## src/rtl/bbc_pkg.sv

```systemverilog
// Shared types, character codes and sizes for the bracket balance checker.
`default_nettype none

package bbc_pkg;

    localparam int STACK_DEPTH = 64;
    localparam int CNT_W       = $clog2(STACK_DEPTH + 1);
    localparam int IDX_W       = $clog2(STACK_DEPTH);
    localparam int QUEUE_DEPTH = 4;

    localparam logic [7:0] CH_LPAREN = 8'h28;
    localparam logic [7:0] CH_RPAREN = 8'h29;
    localparam logic [7:0] CH_LSQ    = 8'h5B;
    localparam logic [7:0] CH_RSQ    = 8'h5D;
    localparam logic [7:0] CH_LBRACE = 8'h7B;
    localparam logic [7:0] CH_RBRACE = 8'h7D;

    typedef enum logic [1:0] {
        KIND_PAREN  = 2'd0,
        KIND_SQUARE = 2'd1,
        KIND_BRACE  = 2'd2
    } t_kind;

    typedef enum logic [1:0] {
        OP_SKIP  = 2'd0,
        OP_OPEN  = 2'd1,
        OP_CLOSE = 2'd2
    } t_op_class;

    typedef enum logic [1:0] {
        VERDICT_OK       = 2'd0,
        VERDICT_MISMATCH = 2'd1,
        VERDICT_UNCLOSED = 2'd2,
        VERDICT_OVERFLOW = 2'd3
    } t_verdict;

    typedef struct packed {
        logic [7:0] text_byte;
        logic       end_of_text;
    } t_in_beat;

    typedef struct packed {
        t_verdict verdict_code;
        logic     is_balanced;
    } t_out_beat;

    // classified byte as carried between front and back
    typedef struct packed {
        t_op_class op_class;
        t_kind     kind;
        logic      last;
    } t_op;

endpackage

`default_nettype wire

```

## src/rtl/bbc_back.sv

```systemverilog
// Back end: opener stack, failure latch, verdict and two-deep result buffer.
`default_nettype none

module bbc_back
    import bbc_pkg::*;
(
    input  wire        i_clk,
    input  wire        i_rst_n,
    input  wire        i_q_valid,
    input  wire t_op   i_op,
    output logic       o_q_rd,
    input  wire        i_pop,
    output logic       o_empty,
    output t_out_beat  o_result
);

    // stack storage; top two entries mirrored in registers
    t_kind            r_mem [STACK_DEPTH];
    t_kind            r_top;
    t_kind            r_below;
    logic [CNT_W-1:0] r_count, n_count;
    logic             r_failed, n_failed;
    t_verdict         r_fail_kind, n_fail_kind;

    t_out_beat        r_ob [2];
    logic             r_owp, r_orp;
    logic [1:0]       r_ocnt, n_ocnt;

    logic             go, live, do_push, do_pop, ovf, bad_close, out_full, out_rd;
    logic [CNT_W-1:0] cnt_after, rd_tmp;
    logic [IDX_W-1:0] rd_idx;
    t_verdict         verdict;
    logic             fail_now;
    t_verdict         kind_now;

    assign out_full = (r_ocnt == 2'd2);
    assign go       = i_q_valid && !out_full;
    assign o_q_rd   = go;
    assign live     = go && !r_failed;

    assign do_push   = live && (i_op.op_class == OP_OPEN) && (r_count != CNT_W'(STACK_DEPTH));
    assign ovf       = live && (i_op.op_class == OP_OPEN) && (r_count == CNT_W'(STACK_DEPTH));
    assign do_pop    = live && (i_op.op_class == OP_CLOSE) && (r_count != '0)
                       && (r_top == i_op.kind);
    assign bad_close = live && (i_op.op_class == OP_CLOSE)
                       && ((r_count == '0) || (r_top != i_op.kind));

    assign rd_tmp = r_count - CNT_W'(3);
    assign rd_idx = rd_tmp[IDX_W-1:0];

    always_comb begin
        cnt_after = r_count;
        if (do_push) begin
            cnt_after = CNT_W'(r_count + 1'b1);
        end else if (do_pop) begin
            cnt_after = CNT_W'(r_count - 1'b1);
        end

        fail_now = r_failed || ovf || bad_close;
        if (r_failed) begin
            kind_now = r_fail_kind;
        end else if (ovf) begin
            kind_now = VERDICT_OVERFLOW;
        end else begin
            kind_now = VERDICT_MISMATCH;
        end

        if (fail_now) begin
            verdict = kind_now;
        end else if (cnt_after != '0) begin
            verdict = VERDICT_UNCLOSED;
        end else begin
            verdict = VERDICT_OK;
        end

        n_count     = cnt_after;
        n_failed    = fail_now;
        n_fail_kind = fail_now ? kind_now : VERDICT_OK;
        if (go && i_op.last) begin
            n_count     = '0;
            n_failed    = 1'b0;
            n_fail_kind = VERDICT_OK;
        end else if (!go) begin
            n_failed    = r_failed;
            n_fail_kind = r_fail_kind;
        end
    end

    always_ff @(posedge i_clk) begin
        if (!i_rst_n) begin
            r_count     <= '0;
            r_failed    <= 1'b0;
            r_fail_kind <= VERDICT_OK;
        end else begin
            r_count     <= n_count;
            r_failed    <= n_failed;
            r_fail_kind <= n_fail_kind;
        end
    end

    // stack memory: one write, one registered read per cycle
    always_ff @(posedge i_clk) begin
        if (do_push) begin
            r_mem[r_count[IDX_W-1:0]] <= i_op.kind;
            r_top                     <= i_op.kind;
            r_below                   <= r_top;
        end else if (do_pop) begin
            r_top   <= r_below;
            r_below <= r_mem[rd_idx];
        end
    end

    // result buffer
    assign out_rd   = i_pop && (r_ocnt != 2'd0);
    assign o_empty  = (r_ocnt == 2'd0);
    assign o_result = r_ob[r_orp];

    always_comb begin
        n_ocnt = r_ocnt;
        if ((go && i_op.last) && !out_rd) begin
            n_ocnt = r_ocnt + 2'd1;
        end else if (out_rd && !(go && i_op.last)) begin
            n_ocnt = r_ocnt - 2'd1;
        end
    end

    always_ff @(posedge i_clk) begin
        if (!i_rst_n) begin
            r_owp  <= 1'b0;
            r_orp  <= 1'b0;
            r_ocnt <= 2'd0;
        end else begin
            if (go && i_op.last) begin
                r_owp <= ~r_owp;
            end
            if (out_rd) begin
                r_orp <= ~r_orp;
            end
            r_ocnt <= n_ocnt;
        end
    end

    always_ff @(posedge i_clk) begin
        if (go && i_op.last) begin
            r_ob[r_owp].verdict_code <= verdict;
            r_ob[r_owp].is_balanced  <= (verdict == VERDICT_OK);
        end
    end

endmodule

`default_nettype wire

```

## config.mk

```make
export PLATFORM = sky130hd
export DESIGN_NAME = bbc_back
export DESIGN_NICKNAME = d
export VERILOG_FILES = /design/src/rtl/bbc_pkg.sv /design/src/rtl/bbc_back.sv
export SDC_FILE = /design/constraint.sdc
export NUM_CORES = 1
export LEC_CHECK = 0
export ABC_AREA = 1
export BUFFER_PORTS_ARGS = -buffer_cell sky130_fd_sc_hd__buf_2
export CELL_PAD_IN_SITES_DETAIL_PLACEMENT = 2
export CELL_PAD_IN_SITES_GLOBAL_PLACEMENT = 2
export CORE_ASPECT_RATIO = 1.25
export CORE_MARGIN = 2
export CORE_UTILIZATION = 45
export CTS_CLUSTER_DIAMETER = 30
export DETAILED_ROUTE_END_ITERATION = 8
export PLACE_DENSITY = 0.94
export REMOVE_ABC_BUFFERS = 1
export SETUP_SLACK_MARGIN = 0.4
export SLEW_MARGIN = 0
export SYNTH_ARGS = -nofsm -noshare
export SYNTH_HDL_FRONTEND = slang
export SYNTH_SLANG_ARGS = --single-unit
```

## constraint.sdc

```tcl
create_clock -name i_clk -period 4.1 [get_ports i_clk]
set_clock_uncertainty 0.05 [all_clocks]
set_input_delay 0 -clock i_clk [delete_from_list [all_inputs] [get_ports i_clk]]
set_output_delay 0 -clock i_clk [all_outputs]
set_load 0.005 [all_outputs]
```

==> metrics.md <==
| Metric | Value |
|---|---|
| Setup Buffers After CTS | 0 |
| Root Driver | clkbuf_16 |
| Critical path class | flop to flop |
| Worst-Margin Slew | between 0.9 and 1 ns |
| Power share of the combinational group | a little under a tenth |
| Switching Fraction | a little over a quarter |
| Power Internal | between 2 and 3 mW |
| #FFs+latches synth | about 150 |
| Syn-to-layout area delta | 12.12% |
| Status | complete, no violations |
| Vias in the first global route | 6352 |
| Nets | 720 |
| Worst IR drop on VDD | around 0.0003 V |
| Setup tns final | 0 ns |
| Synthesized area | between 0.007 and 0.008 mm^2 |
| Unrepaired setup endpoints after global routing | no |
| Initial antenna violation count | 0 |
| Die height | 145.1 um |
| Vias post-DR | roughly 5800 |
| CP max stage cell | dfxtp_1 |
| Fin area | approximately 0.008 mm^2 |
| Final GP Congestion | ~0.85 |
| Worst Path Arrival | 3.79 ns |
| Diodes inserted | 0 |
| First-pass DRT Iterations | 5 |
| Min-delay worst type | input port to flop |
| Final critical-path required period | roughly 3.6 ns |
| Vias per cell | slightly above 6 |
| Top Family by Delay on Critical Path | compound AO/OA/AOI/OAI gates |
| PortBufs | 13 |
| Global-route wire length before repair | between 40000 and 50000 um |
| Clock transition at path regs | about 0.070 ns |
| Slew HR | roughly 36% |
| Final-report hold violation count | 0 |
| Setup crit end kind | flop |
| CTS buffer count | 17 |
| Num rows | slightly above 50 |
| Yosys cell types | 35 |
| Post-Layout Cell Count | 933 |
| CP bufs+invs | 2 |
| Cell area power density | between 400 and 500 mW/mm^2 |
| Core Util, Final | just over 50% |
| F_max | 281.0 MHz |
| Synth Warn # | 0 |
| Largest fanout on the critical path | 42 |
| Max-cap violations | 0 |
| Worst-Skew Late Latency | ~0.45 ns |
| Seq/Total Area, Yosys | between 60 and 70% |
| Final Cycle Share | between 80% and 90% |
| Synth Instances | between 600 and 700 |
| Syn Area/Cell | just over 10 um^2 |
| Placed cell areas | between 0.007 and 0.008 mm^2 |
| Switch Pwr | between 1 and 1.5 mW |
| Cell count after placement | between 800 and 900 |
| Layout cells sized above 1 | between 10% and 20% |
| Initial Util | approximately 46% |
| Final setup fails | 0 |
| Drt wl/cell | about 31 um |
| Largest net degree at the start of global routing | 73 |
| Cell Chain, Critical Path | inv_1 -> ha_4 -> buf_6 -> o21ai_0 -> o21ai_0 -> nand2_1 -> nand3_1 -> nand3_1 -> nand2_1 -> nand2_1 -> a31oi_1 |
| Cell mode on critical path | nand2_1 |
| Gr ovfl total | 0 |
| Reg power frac | a little under half |
| Crit path launch type | flop |
| Bufs on Longest Clock Path | 2 |
| Total Routing Usage GR | approximately 36% |
| Clock network power share | 45.0% |
| Leak | ~2.8 nW |
| Final WL | approximately 29000 um |
| Setup WS pre-CTS | just over 0.9 ns |
| CORE AREA | approximately 0.016 mm^2 |
| I/O pin count | 14 |
| Pins over their slew limit | 0 |
| H-Tree Depth | 4 |
| Slowest stage delay, CP | 0.63 ns |
| Setup ws final | roughly 0.54 ns |
| Clk sink count | between 150 and 200 |
| Drt drc | 0 |
| Critical Path RT | approximately 4.3 ns |
| CTS tree | done |
| Full die area | between 0.015 and 0.02 mm^2 |
| Remaining antenna violation count | 0 |
| Starting DRT DRC Count | just under 600 |
| DP Wirelength | between 10000 and 15000 um |
| Die width | about 120 um |
## routing by layer
metal / vias to the layer above / share of wire (%) / GRT usage (%)
li1: 2410 / - / -
met1: 2964 / 38 / 43.59
met2: 271 / 51 / 58.82
met3: 119 / 5.0 / 7.477
met4: 0 / 5.9 / 17.41
met5: - / 0 / 0
## state kept, by name, indices dropped and copies added, names as in the netlist, named ones only
signal       cells
r_below          2
r_count          7
r_fail_kind      2
r_failed         1
r_mem          128
r_ob             6
r_ocnt           2
r_orp            1
r_owp            1
r_top            2
## worst paths after layout
path,startpoint,end,slack [ns],depth (start not counted)
worst max register to register,r_count[1],r_below[0],0.54,11
worst max-delay path,r_count[1],r_below[0],0.54,11
worst min-delay path,i_op[2],r_mem[38][1],0.06,1
worst min register to register,r_fail_kind[1],r_fail_kind[1],0.48,2
## timing repair
action	4_1_cts	5_1_grt
hold buffers	4	0
gates resized for setup	1	1
hold endpoints to repair	6	0
endpoints found under the setup margin	1	1
## stage by stage
| stage | total power, mW | hold slack (ns) |
|---|---|---|
| after floorplan | 1.961 | 0.04887 |
| after global placement | 2.059 | 0.2447 |
| after detailed placement | 2.095 | 0.2615 |
| after CTS | 3.798 | 0.03704 |
| after global routing | 3.914 | 0.06159 |
| final | 3.845 | 0.06076 |
## final cells by class
cell class | count | area (um^2)
inverters | 34 | 137.6
well taps | 212 | 265.3
repair buffers | 22 | 146.4
clock buffers | 19 | 464.2
multi-input cells | 480 | 2419
flip-flops and latches | 153 | 4446
clock inverters | 13 | 157.7
fillers | 1576 | 7535
## logic make-up (layout without fill, tap and decap cells)
family / after synthesis / in the layout / share of synthesized area (%)
and+or+nand+nor: 341 / 341 / 22.26
DFF: 153 / 153 / 62.01
AOI/OAI and AO/OA: 125 / 125 / 8.816
buffers and inverters: 63 / 88 / 4.417
xor gates and xnor gates: 8 / 8 / 1.501
adders and majority gates: 3 / 3 / 0.5238
muxes: 3 / 3 / 0.4713
## placed cells by master, fill, tap and decap left out, types with 5 or more instances in the layout
cell,instances
a21oi_1,15
o21ai_0,103
nor2_4,8
inv_1,25
inv_6,5
inv_2,6
xor2_1,5
nor2_1,176
nand2_2,10
dfxtp_1,14
edfxtp_1,138
buf_2,13
nand3_1,39
clkbuf_16,18
nand2_1,85
## Yosys cell counts
master | n | area share [%]
inv_4 | 2 | 0.17
inv_1 | 25 | 1.3
nor2_4 | 8 | 1.3
inv_2 | 6 | 0.31
mux2_2 | 3 | 0.47
o21ai_1 | 3 | 0.21
nand2_1 | 85 | 4.5
o211ai_1 | 1 | 0.10
a21oi_1 | 15 | 1.0
clkbuf_1 | 6 | 0.31
and2_4 | 1 | 0.12
dfxtp_1 | 15 | 4.2
nor2_2 | 3 | 0.26
nand2_4 | 4 | 0.63
xor2_1 | 5 | 0.61
nand3_4 | 2 | 0.49
nand3_2 | 3 | 0.42
xor2_4 | 2 | 0.77
nand2_2 | 10 | 0.87
nor2_8 | 4 | 1.1
nand3_1 | 39 | 2.7
o21ai_0 | 103 | 7.2
nor2_1 | 176 | 9.2
nor3_1 | 1 | 0.070
ha_1 | 3 | 0.52
buf_2 | 14 | 0.98
or2_1 | 1 | 0.087
edfxtp_1 | 138 | 58
nand2_8 | 1 | 0.28
xnor2_1 | 1 | 0.12
inv_6 | 1 | 0.12
buf_6 | 5 | 0.79
nand4_1 | 3 | 0.26
buf_4 | 4 | 0.42
a31oi_1 | 3 | 0.26
## power by group through the flow
stage | sequential, mW | combinational [mW] | clock [mW]
final | 1.75 | 0.364 | 1.73
after global routing | 1.75 | 0.386 | 1.78
after CTS | 1.75 | 0.345 | 1.70
after detailed placement | 1.78 | 0.316 | 0
after global placement | 1.77 | 0.285 | 0
after floorplan | 1.78 | 0.186 | 0
Note: power is estimated with default switching activity, not from simulation.
